**config.mk**
```make
export PLATFORM = sky130hd
export DESIGN_NAME = frame_budget_credit_governor_flat
export DESIGN_NICKNAME = d
export VERILOG_FILES = /design/src/rtl/fbcg_pkg.sv /design/src/rtl/fbcg_in_if.sv /design/src/rtl/fbcg_out_if.sv /design/src/rtl/fbcg_ctrl.sv /design/src/rtl/fbcg_dp.sv /design/src/rtl/frame_budget_credit_governor.sv /design/src/flat_wrapper.sv
export SDC_FILE = /design/constraint.sdc
export NUM_CORES = 2
export LEC_CHECK = 0
export ABC_AREA = 0
export BUFFER_PORTS_ARGS = -buffer_cell sky130_fd_sc_hd__buf_2
export CAP_MARGIN = 25
export CORE_MARGIN = 5
export CORE_UTILIZATION = 31
export CTS_CLUSTER_SIZE = 12
export DETAILED_ROUTE_END_ITERATION = 8
export MAX_ROUTING_LAYER = met4
export PLACE_DENSITY = 0.45
export SETUP_SLACK_MARGIN = 0.15
export SYNTH_ARGS = -nofsm -noshare
export SYNTH_HDL_FRONTEND = slang
export SYNTH_SLANG_ARGS = --single-unit
```
**constraint.sdc**
```tcl
create_clock -name clk -period 10.8 [get_ports clk]
set_input_delay 0.54 -clock clk [delete_from_list [all_inputs] [get_ports clk]]
set_output_delay 0.54 -clock clk [all_outputs]
set_load 0.1 [all_outputs]
```
**src/rtl/fbcg_pkg.sv**
```systemverilog
package fbcg_pkg;

  localparam logic [1:0] OP_TICK  = 2'd0;
  localparam logic [1:0] OP_BEGIN = 2'd1;
  localparam logic [1:0] OP_END   = 2'd2;
  localparam logic [1:0] OP_QUERY = 2'd3;

  localparam int BASE_W = 24;
  localparam int EFF_W  = 27;
  localparam int WORD_W = 32;
  localparam int THR_W  = 48;

  localparam logic [BASE_W-1:0] DEFAULT_BASE = 24'd16667;
  localparam logic [EFF_W-1:0]  EFF_MAX      = {EFF_W{1'b1}};
  localparam logic [WORD_W-1:0] WORD_MAX     = {WORD_W{1'b1}};

  typedef struct packed {
    logic load_in;
    logic prep;
    logic upd;
    logic post;
    logic div_start;
    logic div_step;
    logic avg_load;
    logic load_out;
  } cmd_t;

  typedef struct packed {
    logic need_div;
    logic div_done;
    logic out_free;
  } sts_t;

endpackage

```
**src/rtl/fbcg_in_if.sv**
```systemverilog
interface fbcg_in_if;
  logic        valid;
  logic        ready;
  logic [1:0]  operation;
  logic [31:0] amount;

  modport source (output valid, output operation, output amount, input ready);
  modport sink (input valid, input operation, input amount, output ready);
endinterface

```
**src/rtl/fbcg_out_if.sv**
```systemverilog
interface fbcg_out_if;
  logic        valid;
  logic        ready;
  logic [31:0] frame_number;
  logic        spend_allowed;
  logic [26:0] effective_budget;
  logic [31:0] frame_count;
  logic [31:0] overrun_count;
  logic [31:0] average_time;
  logic [31:0] peak_time;
  logic [47:0] throttled_total;
  logic        frame_open;

  modport source (
    output valid, output frame_number, output spend_allowed, output effective_budget,
    output frame_count, output overrun_count, output average_time, output peak_time,
    output throttled_total, output frame_open, input ready
  );
  modport sink (
    input valid, input frame_number, input spend_allowed, input effective_budget,
    input frame_count, input overrun_count, input average_time, input peak_time,
    input throttled_total, input frame_open, output ready
  );
endinterface

```
**src/rtl/fbcg_ctrl.sv**
```systemverilog
module fbcg_ctrl
  import fbcg_pkg::*;
(
  input  logic clk,
  input  logic rst_n,
  input  logic in_valid,
  output logic in_ready,
  input  sts_t sts,
  output cmd_t cmd
);

  localparam logic [2:0] ST_IDLE = 3'd0;
  localparam logic [2:0] ST_PREP = 3'd1;
  localparam logic [2:0] ST_UPD  = 3'd2;
  localparam logic [2:0] ST_POST = 3'd3;
  localparam logic [2:0] ST_DIV  = 3'd4;
  localparam logic [2:0] ST_DONE = 3'd5;

  logic [2:0] state_r;
  logic [2:0] state_nxt;

  always_ff @(posedge clk) begin
    if (!rst_n) begin
      state_r <= ST_IDLE;
    end else begin
      state_r <= state_nxt;
    end
  end

  always_comb begin
    state_nxt = state_r;
    cmd       = '0;
    in_ready  = 1'b0;
    unique case (state_r)
      ST_IDLE: begin
        in_ready = 1'b1;
        if (in_valid) begin
          cmd.load_in = 1'b1;
          state_nxt   = ST_PREP;
        end
      end
      ST_PREP: begin
        cmd.prep  = 1'b1;
        state_nxt = ST_UPD;
      end
      ST_UPD: begin
        cmd.upd   = 1'b1;
        state_nxt = ST_POST;
      end
      ST_POST: begin
        cmd.post = 1'b1;
        if (sts.need_div) begin
          cmd.div_start = 1'b1;
          state_nxt     = ST_DIV;
        end else begin
          state_nxt = ST_DONE;
        end
      end
      ST_DIV: begin
        if (sts.div_done) begin
          cmd.avg_load = 1'b1;
          state_nxt    = ST_DONE;
        end else begin
          cmd.div_step = 1'b1;
        end
      end
      ST_DONE: begin
        if (sts.out_free) begin
          cmd.load_out = 1'b1;
          state_nxt    = ST_IDLE;
        end
      end
      default: begin
        state_nxt = ST_IDLE;
      end
    endcase
  end

endmodule

```
**src/rtl/fbcg_dp.sv**
```systemverilog
module fbcg_dp
  import fbcg_pkg::*;
#(
  parameter int CREDIT_MULTIPLE = 4,
  parameter int SUM_WIDTH       = 48
) (
  input  logic              clk,
  input  logic              rst_n,
  input  cmd_t              cmd,
  output sts_t              sts,
  input  logic              cfg_we,
  input  logic [BASE_W-1:0] cfg_wdata,
  input  logic [1:0]        in_operation,
  input  logic [WORD_W-1:0] in_amount,
  output logic              out_valid,
  input  logic              out_ready,
  output logic [WORD_W-1:0] out_frame_number,
  output logic              out_spend_allowed,
  output logic [EFF_W-1:0]  out_effective_budget,
  output logic [WORD_W-1:0] out_frame_count,
  output logic [WORD_W-1:0] out_overrun_count,
  output logic [WORD_W-1:0] out_average_time,
  output logic [WORD_W-1:0] out_peak_time,
  output logic [THR_W-1:0]  out_throttled_total,
  output logic              out_frame_open
);

  localparam int CNT_W = $clog2(SUM_WIDTH + 1);
  localparam logic [SUM_WIDTH-1:0] SUM_MAX = {SUM_WIDTH{1'b1}};

  logic [BASE_W-1:0]    base_r;
  logic [EFF_W-1:0]     credit_r;
  logic [WORD_W-1:0]    elapsed_r;
  logic                 open_r;
  logic [WORD_W-1:0]    next_fn_r;
  logic [WORD_W-1:0]    frames_r;
  logic [WORD_W-1:0]    overruns_r;
  logic [SUM_WIDTH-1:0] tsum_r;
  logic [WORD_W-1:0]    peak_r;
  logic [SUM_WIDTH-1:0] thr_r;
  logic [WORD_W-1:0]    avg_r;

  logic [1:0]           op_r;
  logic [WORD_W-1:0]    amt_r;
  logic [EFF_W-1:0]     eff_r;
  logic [EFF_W-1:0]     cap_r;
  logic [WORD_W-1:0]    fn_out_r;
  logic                 allowed_r;
  logic                 need_div_r;
  logic [EFF_W-1:0]     eff_out_r;

  logic [WORD_W-1:0]    rem_r;
  logic [SUM_WIDTH-1:0] quo_r;
  logic [CNT_W-1:0]     cnt_r;

  logic                 out_valid_r;
  logic [WORD_W-1:0]    o_fn_r;
  logic                 o_allowed_r;
  logic [EFF_W-1:0]     o_eff_r;
  logic [WORD_W-1:0]    o_frames_r;
  logic [WORD_W-1:0]    o_overruns_r;
  logic [WORD_W-1:0]    o_avg_r;
  logic [WORD_W-1:0]    o_peak_r;
  logic [THR_W-1:0]     o_thr_r;
  logic                 o_open_r;

  logic [BASE_W-1:0]    base_val;
  logic [EFF_W:0]       eff_sum;
  logic [EFF_W-1:0]     eff_now;
  logic [WORD_W-1:0]    cap_full;
  logic [EFF_W:0]       credit_sum;
  logic [WORD_W:0]      query_sum;
  logic [WORD_W-1:0]    used;
  logic [SUM_WIDTH:0]   tsum_add;
  logic [SUM_WIDTH:0]   thr_add;
  logic [WORD_W:0]      rem_sh;
  logic                 rem_ge;

  always_comb begin
    base_val   = (base_r == '0) ? DEFAULT_BASE : base_r;
    eff_sum    = {1'b0, credit_r} + (EFF_W + 1)'(base_val);
    eff_now    = eff_sum[EFF_W] ? EFF_MAX : eff_sum[EFF_W-1:0];
    cap_full   = WORD_W'(base_val) * WORD_W'(CREDIT_MULTIPLE);
    credit_sum = {1'b0, credit_r} + {1'b0, eff_r - amt_r[EFF_W-1:0]};
    used       = open_r ? elapsed_r : '0;
    query_sum  = {1'b0, used} + {1'b0, amt_r};
    tsum_add   = {1'b0, tsum_r} + (SUM_WIDTH + 1)'(amt_r);
    thr_add    = {1'b0, thr_r} + (SUM_WIDTH + 1)'(amt_r);
    rem_sh     = {rem_r, quo_r[SUM_WIDTH-1]};
    rem_ge     = rem_sh >= {1'b0, frames_r};
  end

  // configuration
  always_ff @(posedge clk) begin
    if (!rst_n) begin
      base_r <= DEFAULT_BASE;
    end else if (cfg_we) begin
      base_r <= cfg_wdata;
    end
  end

  // item capture and budget preparation
  always_ff @(posedge clk) begin
    if (cmd.load_in) begin
      op_r  <= in_operation;
      amt_r <= in_amount;
    end
    if (cmd.prep) begin
      eff_r <= eff_now;
      cap_r <= (|cap_full[WORD_W-1:EFF_W]) ? EFF_MAX : cap_full[EFF_W-1:0];
    end
    if (cmd.upd) begin
      fn_out_r <= next_fn_r;
    end
    if (cmd.post) begin
      eff_out_r <= eff_now;
    end
  end

  // governor state
  always_ff @(posedge clk) begin
    if (!rst_n) begin
      credit_r   <= '0;
      elapsed_r  <= '0;
      open_r     <= 1'b0;
      next_fn_r  <= '0;
      frames_r   <= '0;
      overruns_r <= '0;
      tsum_r     <= '0;
      peak_r     <= '0;
      thr_r      <= '0;
      allowed_r  <= 1'b0;
      need_div_r <= 1'b0;
    end else if (cmd.upd) begin
      allowed_r  <= (op_r == OP_QUERY) && (query_sum <= (WORD_W + 1)'(eff_r));
      need_div_r <= (op_r == OP_END) && open_r;
      unique case (op_r)
        OP_TICK: begin
          if (open_r && elapsed_r != WORD_MAX) begin
            elapsed_r <= elapsed_r + 1'b1;
          end
        end
        OP_BEGIN: begin
          elapsed_r <= '0;
          open_r    <= 1'b1;
          next_fn_r <= next_fn_r + 1'b1;
        end
        OP_END: begin
          if (open_r) begin
            open_r <= 1'b0;
            if (frames_r != WORD_MAX) begin
              frames_r <= frames_r + 1'b1;
            end
            tsum_r <= tsum_add[SUM_WIDTH] ? SUM_MAX : tsum_add[SUM_WIDTH-1:0];
            if (amt_r > peak_r) begin
              peak_r <= amt_r;
            end
            if (amt_r > WORD_W'(eff_r)) begin
              credit_r <= '0;
              if (overruns_r != WORD_MAX) begin
                overruns_r <= overruns_r + 1'b1;
              end
            end else begin
              credit_r <= (credit_sum > {1'b0, cap_r}) ? cap_r : credit_sum[EFF_W-1:0];
            end
          end
        end
        OP_QUERY: begin
          if (query_sum > (WORD_W + 1)'(eff_r)) begin
            thr_r <= thr_add[SUM_WIDTH] ? SUM_MAX : thr_add[SUM_WIDTH-1:0];
          end
        end
      endcase
    end
  end

  // restoring divider for the average, one quotient bit per cycle
  always_ff @(posedge clk) begin
    if (!rst_n) begin
      cnt_r <= '0;
    end else if (cmd.div_start) begin
      cnt_r <= CNT_W'(SUM_WIDTH);
    end else if (cmd.div_step && cnt_r != '0) begin
      cnt_r <= cnt_r - 1'b1;
    end
  end

  always_ff @(posedge clk) begin
    if (cmd.div_start) begin
      rem_r <= '0;
      quo_r <= tsum_r;
    end else if (cmd.div_step && cnt_r != '0) begin
      rem_r <= rem_ge ? WORD_W'(rem_sh - {1'b0, frames_r}) : rem_sh[WORD_W-1:0];
      quo_r <= {quo_r[SUM_WIDTH-2:0], rem_ge};
    end
  end

  always_ff @(posedge clk) begin
    if (!rst_n) begin
      avg_r <= '0;
    end else if (cmd.avg_load) begin
      avg_r <= (quo_r > SUM_WIDTH'(WORD_MAX)) ? WORD_MAX : quo_r[WORD_W-1:0];
    end
  end

  // result register
  always_ff @(posedge clk) begin
    if (!rst_n) begin
      out_valid_r <= 1'b0;
    end else if (cmd.load_out) begin
      out_valid_r <= 1'b1;
    end else if (out_ready) begin
      out_valid_r <= 1'b0;
    end
  end

  always_ff @(posedge clk) begin
    if (cmd.load_out) begin
      o_fn_r       <= fn_out_r;
      o_allowed_r  <= allowed_r;
      o_eff_r      <= eff_out_r;
      o_frames_r   <= frames_r;
      o_overruns_r <= overruns_r;
      o_avg_r      <= avg_r;
      o_peak_r     <= peak_r;
      o_thr_r      <= THR_W'(thr_r);
      o_open_r     <= open_r;
    end
  end

  assign sts.need_div = need_div_r;
  assign sts.div_done = (cnt_r == '0);
  assign sts.out_free = !out_valid_r || out_ready;

  assign out_valid            = out_valid_r;
  assign out_frame_number     = o_fn_r;
  assign out_spend_allowed    = o_allowed_r;
  assign out_effective_budget = o_eff_r;
  assign out_frame_count      = o_frames_r;
  assign out_overrun_count    = o_overruns_r;
  assign out_average_time     = o_avg_r;
  assign out_peak_time        = o_peak_r;
  assign out_throttled_total  = o_thr_r;
  assign out_frame_open       = o_open_r;

endmodule

```
**src/rtl/frame_budget_credit_governor.sv**
```systemverilog
// flow: an item passes the states PREP, UPD and POST, then DONE loads the result
//   register once the output is free; an end of an open frame runs the average
//   divider in DIV before DONE. A new item is taken only in IDLE, after that load
// reset: synchronous active-low rst_n clears all counters, credit and sums,
//   closes any frame and loads the base budget with 16667
module frame_budget_credit_governor
  import fbcg_pkg::*;
#(
  parameter int CREDIT_MULTIPLE = 4,
  parameter int SUM_WIDTH       = 48
) (
  input  logic              clk,
  input  logic              rst_n,
  input  logic              cfg_we,
  input  logic [BASE_W-1:0] cfg_wdata,
  fbcg_in_if.sink           in_ch,
  fbcg_out_if.source        out_ch
);

  cmd_t cmd;
  sts_t sts;

  fbcg_ctrl u_ctrl (
    .clk      (clk),
    .rst_n    (rst_n),
    .in_valid (in_ch.valid),
    .in_ready (in_ch.ready),
    .sts      (sts),
    .cmd      (cmd)
  );

  fbcg_dp #(
    .CREDIT_MULTIPLE (CREDIT_MULTIPLE),
    .SUM_WIDTH       (SUM_WIDTH)
  ) u_dp (
    .clk                  (clk),
    .rst_n                (rst_n),
    .cmd                  (cmd),
    .sts                  (sts),
    .cfg_we               (cfg_we),
    .cfg_wdata            (cfg_wdata),
    .in_operation         (in_ch.operation),
    .in_amount            (in_ch.amount),
    .out_valid            (out_ch.valid),
    .out_ready            (out_ch.ready),
    .out_frame_number     (out_ch.frame_number),
    .out_spend_allowed    (out_ch.spend_allowed),
    .out_effective_budget (out_ch.effective_budget),
    .out_frame_count      (out_ch.frame_count),
    .out_overrun_count    (out_ch.overrun_count),
    .out_average_time     (out_ch.average_time),
    .out_peak_time        (out_ch.peak_time),
    .out_throttled_total  (out_ch.throttled_total),
    .out_frame_open       (out_ch.frame_open)
  );

endmodule

```
**src/flat_wrapper.sv**
```systemverilog
// flat-port wrapper written by rule: the top's interface ports become plain ports
module frame_budget_credit_governor_flat import fbcg_pkg::*;
#(
  parameter int CREDIT_MULTIPLE = 4,
  parameter int SUM_WIDTH       = 48
)
  (clk, rst_n, cfg_we, cfg_wdata, in_ch_valid, in_ch_operation, in_ch_amount, in_ch_ready, out_ch_valid, out_ch_frame_number, out_ch_spend_allowed, out_ch_effective_budget, out_ch_frame_count, out_ch_overrun_count, out_ch_average_time, out_ch_peak_time, out_ch_throttled_total, out_ch_frame_open, out_ch_ready);
  fbcg_in_if in_ch_i ();
  fbcg_out_if out_ch_i ();
  input  logic clk;
  input  logic rst_n;
  input  logic cfg_we;
  input  logic [BASE_W-1:0] cfg_wdata;
  input wire logic [$bits(in_ch_i.valid)-1:0] in_ch_valid;
  input wire logic [$bits(in_ch_i.operation)-1:0] in_ch_operation;
  input wire logic [$bits(in_ch_i.amount)-1:0] in_ch_amount;
  output wire logic [$bits(in_ch_i.ready)-1:0] in_ch_ready;
  output wire logic [$bits(out_ch_i.valid)-1:0] out_ch_valid;
  output wire logic [$bits(out_ch_i.frame_number)-1:0] out_ch_frame_number;
  output wire logic [$bits(out_ch_i.spend_allowed)-1:0] out_ch_spend_allowed;
  output wire logic [$bits(out_ch_i.effective_budget)-1:0] out_ch_effective_budget;
  output wire logic [$bits(out_ch_i.frame_count)-1:0] out_ch_frame_count;
  output wire logic [$bits(out_ch_i.overrun_count)-1:0] out_ch_overrun_count;
  output wire logic [$bits(out_ch_i.average_time)-1:0] out_ch_average_time;
  output wire logic [$bits(out_ch_i.peak_time)-1:0] out_ch_peak_time;
  output wire logic [$bits(out_ch_i.throttled_total)-1:0] out_ch_throttled_total;
  output wire logic [$bits(out_ch_i.frame_open)-1:0] out_ch_frame_open;
  input wire logic [$bits(out_ch_i.ready)-1:0] out_ch_ready;
  assign in_ch_i.valid = in_ch_valid;
  assign in_ch_i.operation = in_ch_operation;
  assign in_ch_i.amount = in_ch_amount;
  assign in_ch_ready = in_ch_i.ready;
  assign out_ch_valid = out_ch_i.valid;
  assign out_ch_frame_number = out_ch_i.frame_number;
  assign out_ch_spend_allowed = out_ch_i.spend_allowed;
  assign out_ch_effective_budget = out_ch_i.effective_budget;
  assign out_ch_frame_count = out_ch_i.frame_count;
  assign out_ch_overrun_count = out_ch_i.overrun_count;
  assign out_ch_average_time = out_ch_i.average_time;
  assign out_ch_peak_time = out_ch_i.peak_time;
  assign out_ch_throttled_total = out_ch_i.throttled_total;
  assign out_ch_frame_open = out_ch_i.frame_open;
  assign out_ch_i.ready = out_ch_ready;
  frame_budget_credit_governor #(.CREDIT_MULTIPLE(CREDIT_MULTIPLE), .SUM_WIDTH(SUM_WIDTH)) u_core (.clk(clk), .rst_n(rst_n), .cfg_we(cfg_we), .cfg_wdata(cfg_wdata), .in_ch(in_ch_i), .out_ch(out_ch_i));
endmodule
```
==> run_results.csv <==
group,metric,value,unit
route,dr.pass1.iters,5,
route,ant_nets,0,
clock_tree,cts.clk_slew.worst_paths,0.06,ns
route,route.detailed.drc,0,
power_and_ir_drop,max-vdd-ir-drop,0.000129,V
route,drt_iter0_markers,2047,
timing,rsz0062_at_grt,"false",
status,run_status,"finished, final reports clean",
route,wl_per_cell,20.1,um
setup_path,reg2regPathDepth,33,
floorplan,die_y,380,um
timing,max_slew_margin,30.7,%
min_path,min_to,"u_core.u_dp.amt_r[8]$_DFFE_PP_",
synthesis,synth-edff-count,429,
clock_tree,cts-root-buf,"clkbuf_16",
clock_tree,clk-insertion-delay-late,0.73,ns
timing,hold_violations,0,
clock_tree,numCtsBuffers,96,
floorplan,die_x,380,um
timing,period_share,75.3,%
route,via_count,32000,
setup_path,reg2reg_setup_slack,2.67,ns
setup_path,crit_slowest_cell,"edfxtp_1",
floorplan,rows,135,
synthesis,syn_area_per_cell,10.2,um^2
final_layout,area_growth,17.0,%
timing,skew,0.0394,ns
timing,worst_slew_pin_slew,1.04,ns
synthesis,ys_types,84,
synthesis,synth_seq_cells,813,
setup_path,slowest_delay,0.59,ns
timing,tns,0,ns
synthesis,synth_area,0.0425,mm^2
placement,portBuffers,301,
setup_path,critPathKind,"reg -> reg",
global_route,antenna_found_initial,15,
min_path,whs_path_depth,1,
synthesis,seq_area_frac_synth,48.4,%
clock_tree,cts_sinks,813,
setup_path,crit_fanout,10,
setup_path,r2r-end,"u_core.u_dp.credit_r[16]$_SDFFE_PN0P_",
setup_path,required,11.36,ns
floorplan,coreArea,0.136,mm^2
job,cap_viol_max_count,0,
timing,period_needed,8.13,ns
power_and_ir_drop,cellPowerDensity,159,mW/mm^2
setup_path,crit_path_start_kind,"register",
setup_path,crit_top_cell,"a21oi_1",
clock_tree,clockBufferDepth,3,
setup_path,arrival,8.69,ns
global_route,grt_pass1_vias,31300,
timing,setup_viol,0,
global_route,grt_max_degree,141,
placement,dp.final_hpwl,93200,um
route,via_per_inst,5.04,
synthesis,yosys_warnings,0,
synthesis,synthFlopType,"edfxtp_1",
synthesis,syn_inst,4161,
global_route,grt_use_total,17.6,%
timing,fmax,0.123,GHz
floorplan,start_util,31.3,%
clock_tree,cts_tree,"done",
setup_path,cp-end-kind,"register",
final_layout,layout.nets,4874,
final_layout,drive_above_1_share,13.8,%
route,finalWirelength,127000,um
global_route,grt-ovfl-total,0,
clock_tree,h-tree-depth,3,
synthesis,synth_nets,4556,
synthesis,async_flop_share,0,%
min_path,hold_start,"in_ch_amount[8]",
setup_path,r2r-start,"u_core.u_dp.amt_r[1]$_DFFE_PP_",
placement,gp_congestion,0.857,
min_path,hold_path_class,"in -> reg",
floorplan,die-area,0.144,mm^2
timing,setup_ws,2.67,ns
power_and_ir_drop,leakagePower,19.7,nW
placement,dp_slack,2.70,ns
timing,maxSlewViolCount,0,
floorplan,io_pins,302,
global_route,grt_pass1_wl,193000,um
==> sequential cells by signal (all words and copies together), names as in the netlist, 48 cells and up <==
name,flops
u_core.u_dp.out_throttled_total,48
u_core.u_dp.quo_r,48
u_core.u_dp.thr_r,48
u_core.u_dp.tsum_r,48
==> routing by layer <==
metal	share of wire (%)	vias to the layer above	global-route usage (%)	routed length (um)
met5	0	-	-	0
met4	2.8	0	5.46	3510
met3	4.0	186	2.44	5080
met2	45	634	27.7	57800
met1	48	15300	23.5	60800
li1	-	15900	-	-
==> layout make-up <==
cell class	instances	area, um^2
Timing Repair Buffer	385	2320
Clock inverter	56	668
Clock buffer	126	2540
Multi-Input combinational cell	2955	20500
Inverter	228	861
Sequential cell	813	20600
Fill cell	13700	86100
Tap cell	1781	2230
Antenna cell	1	2.50
==> power breakdown <==
group	total (mW)	leakage (nW)	internal, mW	switching, mW
clock network	3.30	1.53	1.90	1.40
logic	1.20	11.2	0.438	0.766
registers	3.41	7.04	3.34	0.0739
total	7.91	19.7	5.68	2.24
==> how the worst max path moves through the flow <==
stage	from	endpoint	slack, ns	depth (start not counted)
3_5_place_dp	u_core.u_dp.amt_r[1]$_DFFE_PP_	u_core.u_dp.credit_r[20]$_SDFFE_PN0P_	2.70	33
3_3_place_gp	u_core.u_dp.amt_r[1]$_DFFE_PP_	u_core.u_dp.credit_r[20]$_SDFFE_PN0P_	2.83	33
5_1_grt	u_core.u_dp.amt_r[1]$_DFFE_PP_	u_core.u_dp.credit_r[18]$_SDFFE_PN0P_	1.82	33
4_1_cts	u_core.u_dp.amt_r[1]$_DFFE_PP_	u_core.u_dp.credit_r[25]$_SDFFE_PN0P_	2.64	33
2_1_floorplan	u_core.u_dp.out_valid$_SDFFE_PN0P_	u_core.u_dp.out_average_time[0]$_DFFE_PP_	3.17	2
6_report	u_core.u_dp.amt_r[1]$_DFFE_PP_	u_core.u_dp.credit_r[16]$_SDFFE_PN0P_	2.67	33
==> repair_timing <==
item,CTS,global route
gates resized for setup,0,0
hold buffers,33,0
setup buffers,0,0
endpoints found under the hold margin,33,0
==> cells by family after synthesis <==
family	share of synthesized area (%)
AOI/OAI and AO/OA	15.6
xor gates and xnor gates	5.77
adders and majority gates	9.91
and+or+nand+nor	14.1
muxes	2.66
DFF	48.4
buffers and inverters	3.57
==> synthesized netlist by cell type, types with 73 or more instances <==
library cell,number,share of area [%]
clkbuf_1,146,1.3
nand4_1,73,1.1
xnor2_1,171,3.5
xor2_1,109,2.2
edfxtp_1,429,30
nor2_1,320,2.8
inv_1,227,2.0
nand3_1,138,1.6
dfxtp_1,384,18
o21ai_0,223,2.6
a21o_1,121,2.1
a21oi_1,262,3.1
ha_1,325,9.6
nand2_1,294,2.6
==> worst max-delay path, delay by kind of cell, from the launching register on <==
family          cells  cell delay (ns)
mux                 1             0.20
compound gates     21             4.56
buf+inv             2             0.53
simple gates        4             0.77
xor+xnor            2             0.34
fa+ha+maj           3             0.97
flops               1             0.59
==> through the flow <==
| stage | hold WS (ns) | instance area, um^2 | std cells | util [%] | total power, mW |
|---|---|---|---|---|---|
| final | 0.0553 | 49700 | 6345 | 36.6 | 7.91 |
| after global routing | 0.0210 | 49700 | 6344 | 36.6 | 8.28 |
| after CTS | 0.00197 | 49600 | 6341 | 36.5 | 8.03 |
| after detailed placement | 0.405 | 46100 | 6126 | 33.9 | 4.68 |
| after global placement | 0.404 | 46000 | 6123 | 33.9 | 4.67 |
| after floorplan | 0.400 | 42500 | 4161 | - | 4.33 |
==> cells in the final DEF (no fill, tap or decap), drive strengths merged, types with 18 or more instances in the layout <==
cell type / netlist / layout
a21o: 121 / 121
nor2: 320 / 320
nor2b: 39 / 39
o31ai: 46 / 46
xor2: 109 / 109
o221a: 33 / 33
mux2i: 60 / 60
nand4: 74 / 74
nor4: 41 / 41
a211oi: 28 / 28
nand2b: 47 / 47
o21ai: 225 / 225
o211ai: 18 / 18
ha: 325 / 325
inv: 227 / 229
o21bai: 25 / 25
mux2: 47 / 47
dlygate4sd3: 0 / 33
xnor2: 171 / 171
buf: 19 / 352
dfxtp: 384 / 384
clkinv: 1 / 36
and2: 59 / 59
or3: 41 / 41
o21a: 38 / 38
a31oi: 59 / 59
a21oi: 262 / 262
nand2: 295 / 295
and3: 57 / 57
nor3: 68 / 68
nand3: 138 / 138
edfxtp: 429 / 429
clkbuf: 146 / 126
or2: 21 / 21
Note: power is estimated with default switching activity, not from simulation.
